`src/rtl/mmts_pkg.sv`:
```
package mmts_pkg;

    // March phase codes
    localparam logic [1:0] PH_FILL = 2'd0;
    localparam logic [1:0] PH_ASC  = 2'd1;
    localparam logic [1:0] PH_DESC = 2'd2;

    // Pattern index range: 0..PATTERN_LAST, the last index gives zero
    localparam logic [7:0] PATTERN_LAST = 8'd128;

    // Configuration register indexes
    localparam logic [1:0] CFG_WORD_COUNT = 2'd0;
    localparam logic [1:0] CFG_PASSES     = 2'd1;

    typedef struct packed {
        logic [1:0]  phase;
        logic [15:0] word_address;
        logic [7:0]  pass_counter;
        logic [7:0]  pattern_index;
        logic [31:0] mismatch_count;
    } t_state;

    typedef struct packed {
        logic [15:0] access_address;
        logic [31:0] write_data;
        logic        compared;
        logic        mismatch;
        logic [31:0] error_total;
        logic [31:0] pattern_value;
        logic [15:0] next_address;
        logic        pass_done;
    } t_result;

    // Walking 1, 11, 101 or 111 across 32 bits; top index gives zero
    function automatic logic [31:0] pattern_of(input logic [7:0] idx);
        logic [31:0] base;
        base = 32'd0;
        case (idx[7:5])
            3'd0:    base = 32'd1;
            3'd1:    base = 32'd3;
            3'd2:    base = 32'd5;
            3'd3:    base = 32'd7;
            default: base = 32'd0;
        endcase
        return base << idx[4:0];
    endfunction

endpackage

```
`src/rtl/mmts_step.sv`:
```
module mmts_step (
    input  mmts_pkg::t_state  i_state,
    input  logic [15:0]       i_last,
    input  logic [7:0]        i_passes,
    input  logic [31:0]       i_read_data,
    output mmts_pkg::t_state  o_state,
    output mmts_pkg::t_result o_result
);
    import mmts_pkg::*;

    logic [31:0] pat;
    logic [31:0] comp;
    logic [8:0]  pass_next;
    logic        mis;

    assign pat       = pattern_of(i_state.pattern_index);
    assign comp      = ~pat;
    assign pass_next = {1'b0, i_state.pass_counter} + 9'd1;

    // Advance the march by one access
    always_comb begin
        o_state = i_state;
        mis     = 1'b0;
        o_result.compared  = 1'b0;
        o_result.pass_done = 1'b0;
        o_result.write_data = pat;
        case (i_state.phase)
            PH_ASC: begin
                o_result.compared   = 1'b1;
                mis                 = (i_read_data != pat);
                o_result.write_data = comp;
                if (i_state.word_address >= i_last) begin
                    o_state.phase        = PH_DESC;
                    o_state.word_address = i_last;
                end else begin
                    o_state.word_address = i_state.word_address + 16'd1;
                end
            end
            PH_DESC: begin
                o_result.compared = 1'b1;
                mis               = (i_read_data != comp);
                if (i_state.word_address == 16'd0) begin
                    o_result.pass_done = 1'b1;
                    o_state.phase      = PH_FILL;
                    if (pass_next >= {1'b0, i_passes}) begin
                        o_state.pass_counter  = 8'd0;
                        o_state.pattern_index = (i_state.pattern_index >= PATTERN_LAST) ?
                                                8'd0 : i_state.pattern_index + 8'd1;
                    end else begin
                        o_state.pass_counter = pass_next[7:0];
                    end
                end else begin
                    o_state.word_address = i_state.word_address - 16'd1;
                end
            end
            default: begin
                o_state.phase = PH_FILL;
                if (i_state.word_address >= i_last) begin
                    o_state.phase        = PH_ASC;
                    o_state.word_address = 16'd0;
                end else begin
                    o_state.word_address = i_state.word_address + 16'd1;
                end
            end
        endcase

        // Count mismatches, hold at the maximum
        if (mis && (i_state.mismatch_count != 32'hFFFF_FFFF)) begin
            o_state.mismatch_count = i_state.mismatch_count + 32'd1;
        end

        o_result.access_address = i_state.word_address;
        o_result.mismatch       = mis;
        o_result.error_total    = o_state.mismatch_count;
        o_result.pattern_value  = pat;
        o_result.next_address   = o_state.word_address;
    end

endmodule

```
`src/rtl/march_memory_test_sequencer_unit.sv`:
```
// An accepted item's result is registered in the output register, or in the skid register
// while the output waits. Throughput: one item per cycle, set by the step logic between the
// state and result registers; the skid keeps input accepted until it holds a result itself.
// Reset (i_rst_n low, synchronous): fill phase at address 0, pass, pattern and error
// counts cleared, word_count 65536, passes_per_pattern 4, output and skid empty.
module march_memory_test_sequencer_unit #(
    parameter int MAX_WORDS = 65536
) (
    input  logic        i_clk,
    input  logic        i_rst_n,
    // Input item channel
    input  logic        i_in_valid,
    output logic        o_in_ready,
    input  logic [31:0] i_read_data,
    // Result item channel
    output logic        o_out_valid,
    input  logic        i_out_ready,
    output logic [15:0] o_access_address,
    output logic [31:0] o_write_data,
    output logic        o_compared,
    output logic        o_mismatch,
    output logic [31:0] o_error_total,
    output logic [31:0] o_pattern_value,
    output logic [15:0] o_next_address,
    output logic        o_pass_done,
    // Configuration write channel
    input  logic        i_cfg_valid,
    output logic        o_cfg_ready,
    input  logic [1:0]  i_cfg_index,
    input  logic [16:0] i_cfg_data
);
    import mmts_pkg::*;

    localparam int WORD_LIMIT = (MAX_WORDS < 65536) ? MAX_WORDS : 65536;
    localparam logic [16:0] LIMIT = 17'(WORD_LIMIT);

    logic [16:0] r_word_count;
    logic [7:0]  r_passes;
    t_state      r_state;
    t_state      n_state;
    t_result     step_res;
    t_result     r_out;
    t_result     r_skid;
    logic        r_out_valid;
    logic        r_skid_valid;
    logic [16:0] words;
    logic [15:0] last;
    logic [7:0]  passes;
    logic        in_fire;
    logic        out_fire;

    assign in_fire  = i_in_valid && o_in_ready;
    assign out_fire = r_out_valid && i_out_ready;

    // Clamp the configuration to usable values
    always_comb begin
        words = r_word_count;
        if (words == 17'd0) begin
            words = 17'd1;
        end
        if (words > LIMIT) begin
            words = LIMIT;
        end
    end
    assign last   = 16'(words - 17'd1);
    assign passes = (r_passes == 8'd0) ? 8'd1 : r_passes;

    mmts_step u_step (
        .i_state     (r_state),
        .i_last      (last),
        .i_passes    (passes),
        .i_read_data (i_read_data),
        .o_state     (n_state),
        .o_result    (step_res)
    );

    // Write configuration registers
    assign o_cfg_ready = 1'b1;
    always_ff @(posedge i_clk) begin
        if (!i_rst_n) begin
            r_word_count <= 17'h1_0000;
            r_passes     <= 8'd4;
        end else if (i_cfg_valid) begin
            case (i_cfg_index)
                CFG_WORD_COUNT: r_word_count <= i_cfg_data;
                CFG_PASSES:     r_passes     <= i_cfg_data[7:0];
                default:        ;
            endcase
        end
    end

    // Advance march state on each accepted item
    always_ff @(posedge i_clk) begin
        if (!i_rst_n) begin
            r_state.phase          <= PH_FILL;
            r_state.word_address   <= 16'd0;
            r_state.pass_counter   <= 8'd0;
            r_state.pattern_index  <= 8'd0;
            r_state.mismatch_count <= 32'd0;
        end else if (in_fire) begin
            r_state <= n_state;
        end
    end

    // Output register with skid stage
    assign o_in_ready = !r_skid_valid;

    always_ff @(posedge i_clk) begin
        if (!i_rst_n) begin
            r_out_valid  <= 1'b0;
            r_skid_valid <= 1'b0;
        end else begin
            if (!r_out_valid || out_fire) begin
                r_out_valid  <= r_skid_valid || in_fire;
                r_skid_valid <= 1'b0;
            end else if (in_fire) begin
                r_skid_valid <= 1'b1;
            end
        end
    end

    // Route result payload into output or skid
    always_ff @(posedge i_clk) begin
        if (!r_out_valid || out_fire) begin
            r_out <= r_skid_valid ? r_skid : step_res;
        end
        if (in_fire && r_out_valid && !out_fire) begin
            r_skid <= step_res;
        end
    end

    assign o_out_valid      = r_out_valid;
    assign o_access_address = r_out.access_address;
    assign o_write_data     = r_out.write_data;
    assign o_compared       = r_out.compared;
    assign o_mismatch       = r_out.mismatch;
    assign o_error_total    = r_out.error_total;
    assign o_pattern_value  = r_out.pattern_value;
    assign o_next_address   = r_out.next_address;
    assign o_pass_done      = r_out.pass_done;

endmodule

```
`config.mk`:
```
export PLATFORM = sky130hd
export DESIGN_NAME = march_memory_test_sequencer_unit
export DESIGN_NICKNAME = d
export VERILOG_FILES = /design/src/rtl/mmts_pkg.sv /design/src/rtl/mmts_step.sv /design/src/rtl/march_memory_test_sequencer_unit.sv
export SDC_FILE = /design/constraint.sdc
export NUM_CORES = 1
export LEC_CHECK = 0
export ABC_CLOCK_PERIOD_IN_PS = 13350
export BUFFER_PORTS_ARGS = -buffer_cell sky130_fd_sc_hd__buf_2
export CAP_MARGIN = 20
export CELL_PAD_IN_SITES_DETAIL_PLACEMENT = 1
export CELL_PAD_IN_SITES_GLOBAL_PLACEMENT = 2
export CORE_ASPECT_RATIO = 0.7
export CORE_UTILIZATION = 36
export CTS_CLUSTER_SIZE = 25
export DETAILED_ROUTE_END_ITERATION = 10
export GPL_ROUTABILITY_DRIVEN = 0
export HOLD_SLACK_MARGIN = 0.05
export PLACE_DENSITY = 0.84
export SLEW_MARGIN = 20
export SYNTH_ARGS = -nofsm -noshare
export SYNTH_HDL_FRONTEND = slang
export SYNTH_SLANG_ARGS = --single-unit
```
`constraint.sdc`:
```
create_clock -name i_clk -period 13.35 [get_ports i_clk]
set_input_delay 2.67 -clock i_clk [delete_from_list [all_inputs] [get_ports i_clk]]
set_output_delay 2.67 -clock i_clk [all_outputs]
set_load 0.01 [all_outputs]
```
======== Word-level counts from Yosys, hierarchy flattened ========
Cells that the tools add are included.
storage, ports and cells
  flip-flop bits (word level) ............. 355
  bits in latches ......................... 0
  RAM bits ................................ 0
  bits in read-only memories .............. 0
  bits of input ports ..................... 56
  output and inout port bits .............. 134
  logic and storage cells ................. 91
  memories kept ........................... 0
cells by class
  add/subtract/negate cells ............... 6
  multipliers ............................. 0
  div/mod/pow operators ................... 0
  $lt $le $gt $ge ......................... 4
  eq/ne operators ......................... 11
  shifts and indexed selects .............. 1
  mux-type cells .......................... 20
  bitwise operators ....................... 2
  reductions and logical operators ........ 22
operator list
  operator               number
  $mux 131               1
  $mux 16                4
  $mux 32                2
  $ne 32x32->1           2
  $pmux 18 s2            1
  $add 32x1->32 const B  1
  $ne 32x32->1 const B   1
  $not 32->32            1
  $shl 3x5->32           1
  $sub 16x1->16 const B  2
  $mux 8                 3
  $gt 17x17->1 const B   1
  $logic_not 17->1       1
  $mux 17                1
  $add 16x1->16 const B  1
  $ge 16x16->1           1
  $logic_not 16->1       1
  $pmux 3 s4             1
  $add 8x1->9 const B    1
  $ge 9x8->1             1
  $add 8x1->8 const B    1
  $ge 8x8->1 const B     1
  $logic_not 8->1        1
  $eq 3x2->1 const B     2
  other kinds (17)       33

======== Logic depth before layout (Yosys ltp) ========
  word-level depth ........................ 9
  gate-level depth with buffers ........... 23
  depth with buffers taken out ............ 20

======== Modules after synthesis ========
From an unflattened synthesis, not the netlist that was laid out.
unflattened totals
  cell total of the unflattened synthesis .. 1,684
  area, all modules ....................... 18,453.9 sq um
modules (own cells, without submodules)
  module                            instances  cells an instance  area each (sq um)  sequential area each (sq um)
  march_memory_test_sequencer_unit  1          895                13,349.1           9,729.3
  mmts_step                         1          789                5,104.9            0.0

======== Worst setup path after synthesis ========
Ideal clock, no wire load.
  kind .................................... input port to flip-flop
  start point ............................. input i_out_ready
  end point ............................... register r_skid[0] (netlist name), enable pin
  library setup time ...................... 1,326 ps
  data arrival time ....................... 12,000 ps
  required time ........................... 12,024 ps
  setup slack ............................. 25 ps
  stages on the path ...................... 2
  path buffers ............................ 0
  cells stage by stage .................... nand2b_1 -> nor2_1
on the way
  cells in the longest elaborated chain, start to end .. 3
RTL lines
  what                  RTL line                                 RTL
  start, declared       march_memory_test_sequencer_unit.sv:17   input logic i_out_ready,
  $logic_and 1x1->1     march_memory_test_sequencer_unit.sv:53   assign out_fire = r_out_valid && i_out_ready;
  $logic_not 1->1       march_memory_test_sequencer_unit.sv:127  if (in_fire && r_out_valid && !out_fire) begin
  $logic_and 1x1->1     march_memory_test_sequencer_unit.sv:127
  end signal, assigned  march_memory_test_sequencer_unit.sv:128  r_skid <= step_res;
  end, declared         march_memory_test_sequencer_unit.sv:43   t_result r_skid;
No other way between the ends.
A chain may end at the register's enable or synchronous reset.

==> flow_metrics.tcl <==
set metrics [dict create \
    outcome "completed" \
    syn_area_sq_mm 0.0183 \
    dpl-instance-area_sq_mm 0.0197 \
    dieArea_sq_mm 0.0516 \
    slew_viol_final 0 \
    fin_crit_ns 6.04 \
    hold_start "r_state[41]$_SDFFE_PN0P_" \
    dr_total_vias 13693 \
    synth_area_leaders "edfxtp_1, dfxtp_1, mux2_2, nand2_1, ha_1" \
    rr_worst_depth 16 \
    rsz0062_at_grt "no" \
    grt_pass1_vias 13831 \
    finalPower_mw 2.55 \
    p_per_area_mw_per_mm2 122 \
    num_rows 68 \
    first_iter_violations 903 \
    syn_to_final_growth_pct 14.6 \
    min_path_type "reg -> reg" \
    wire_per_inst_microns 20.9 \
    core-area_sq_mm 0.0497 \
    finalNetCount 1888 \
    p_int_mw 1.93 \
    slew_headroom_pct 31.2 \
    async_flop_share_pct 0 \
    seq_area_frac_synth_pct 53.3 \
    hold_violations 0 \
    wl_microns 52200 \
    crit_top_cell "a21oi_1" \
    h-tree-depth 2 \
    start_util_pct 36.7 \
    post-place-ws_ns 7.32 \
    timing.rr.start "r_word_count[3]$_SDFFE_PN0P_" \
    clock-root-buffer "clkbuf_16" \
    cp_slowest_cell "o21ai_1" \
    timing.rr.end "o_next_address[6]$_DFFE_PP_" \
    avgSynthCellArea_sq_um 11.0 \
    clock_sinks 355 \
    critPathRequiredTime_ns 13.64 \
    antenna_found_initial 2 \
    swShare_pct 24.5 \
    clk_latency_ns 0.54 \
    min_path_cells 2 \
    dp_hpwl_microns 36200 \
    r2r_setup_slack_ns 7.31 \
    synth.top_cell.area_share_pct 43.1 \
    tritoncts "built" \
    die_h_microns 190 \
    postCtsHoldBufs 0 \
    cts_resized 0 \
    synth_ff_type "edfxtp_1" \
    route.detailed.drc 0 \
    post_cts_buffers 0 \
    synth_seq_cells 355 \
    slowest_delay_ns 0.79 \
    ys_types 102 \
    tightest_slew_ns 1.03 \
    fin_util_pct 42.1 \
    seqPwrFrac_pct 49.9 \
    grt_max_degree 90 \
    grt-ovfl-total 0 \
    worstPathCellList "or4_1 -> nor4_1 -> nand2_1 -> o21ai_1 -> a21oi_1 -> o22ai_1 -> ha_1 -> a21o_1 -> a21o_1 -> a21oi_1 -> o211ai_1 -> a21oi_1 -> nor2_1 -> nand2_1 -> o221ai_1 -> mux2_2" \
    p_leak_nw 8.27 \
    syn-num-nets 1747 \
    vias_per_cell 5.49 \
    max_freq_mhz 166 \
    startpoint "r_word_count[3]$_SDFFE_PN0P_" \
    critPathCaptureType "flop" \
    finClkSkew_ns 0.0264 \
    fin_crit_sh_pct 45.2 \
    clkPwrFrac_pct 40.3 \
    comb_power_share_pct 9.8 \
    ioPinCount 190 \
    arrival_ns 6.33 \
    drv_cap 0 \
    synth_cells 1658 \
    cp-start-kind "flop" \
    fin_ws_ns 7.31 \
    synth_area_leader_cell "edfxtp_1" \
    cts_made_buffers 36 \
    first_pass_iters 5 \
    cp_max_fo 16 \
    setup_tns_ns 0 \
    final_cell_area_sq_mm 0.0209 \
    final_common_cell "edfxtp_1" \
    grt_pass1_wl_microns 80800 \
    drtAntennaViolNets 0 \
    synth_edf_count 262 \
    yosys_warnings 0 \
    drive_gt1_share_pct 23.2 \
    cts_max_path_buffers 3 \
    setup_viol 0 \
    hold-path-endpoint "r_state[41]$_SDFFE_PN0P_" \
    irDropWorstVdd_mv 0.0760 \
    portBuffers 188 \
    final_cell_mix "edfxtp_1, buf_2, nand2_1" \
    path_class "reg -> reg" \
    gr-usage-all-layers_pct 19.8 \
    path_clk_slew_ns 0.06 \
    die_w_microns 271 \
    switchingPower_mw 0.625 \
]
-- flip-flops by register name (all words and copies together) (netlist names) --
| register | count |
|---|---|
| r_state | 66 |
| r_word_count | 17 |
| o_out_valid | 1 |
| r_skid | 131 |
| o_access_address | 16 |
| o_pass_done | 1 |
| r_skid_valid | 1 |
| r_passes | 8 |
| o_compared | 1 |
| o_next_address | 16 |
| o_pattern_value | 32 |
| o_mismatch | 1 |
| o_write_data | 32 |
| o_error_total | 32 |
-- worst max path at each step --
stage,end,slack (ns),depth (start not counted)
after CTS,o_next_address[6]$_DFFE_PP_,7.48,16
final,o_next_address[6]$_DFFE_PP_,7.31,16
after global routing,o_next_address[6]$_DFFE_PP_,7.03,17
after detailed placement,r_state[24]$_SDFFE_PN0P_,7.32,12
after floorplan,r_skid[0]$_DFFE_PP_,0.02,2
after global placement,r_state[23]$_SDFFE_PN0P_,7.46,12
-- cell type report --
type	count	area (sq um)
fill	5468	28800
antenna	1	2.50
multi-input combinational	1151	7910
clock inverter	19	198
inverter	49	186
clock buffer	47	983
sequential	355	9730
timing repair buffer	206	1080
tap	665	832
-- Yosys cell counts, types with 20 or more instances --
cell type / number
mux2i_1: 35
or2_2: 21
nor3_1: 51
o31ai_1: 20
a21oi_1: 69
nand2_1: 161
inv_1: 47
edfxtp_1: 262
nand3_1: 60
dfxtp_1: 93
clkbuf_1: 70
o21ai_0: 61
mux2_2: 93
nand2b_1: 45
ha_1: 33
xnor2_1: 47
xor2_1: 43
nor2_1: 91
-- worst max-delay path: cells and delay by family, from the launching register on --
kind	cells	cell delay, ns
compound gates	9	3.04
simple gates	5	1.72
flops	1	0.38
fa+ha+maj	1	0.33
mux	1	0.32
-- through the flow --
step,hold slack (ns),instances
after floorplan,0.431,1658
after global placement,0.457,2426
after detailed placement,0.479,2426
after CTS,0.488,2492
after global routing,0.522,2492
final,0.488,2493
-- logic make-up (layout without fill, tap and decap cells) --
logic type	after synthesis	after routing	share of synthesized area [%]
AOI/OAI and AO/OA	314	314	12.1
other	1	2	0.0205
buffers and inverters	152	321	3.54
DFF	355	355	53.3
adders and majority gates	33	33	2.26
and+or+nand+nor	584	584	16.8
muxes	129	129	7.74
xor gates and xnor gates	90	90	4.32
-- routing by layer --
layer | GRT usage (%) | vias up | wire (microns)
li1 | - | 6423 | -
met1 | 27.7 | 6860 | 24600
met2 | 32.1 | 363 | 23900
met3 | 3.49 | 47 | 2910
met4 | 4.15 | 0 | 722
met5 | 0 | - | 0
-- power by group through the flow --
stage          registers [mW]  clock network [mW]  logic (mW)
2_1_floorplan            1.30                   0       0.145
3_3_place_gp             1.30                   0       0.241
3_5_place_dp             1.30                   0       0.248
4_1_cts                  1.27                1.06       0.250
5_1_grt                  1.28                1.09       0.272
6_report                 1.27                1.03       0.250
(Power assumes the default switching activity.)
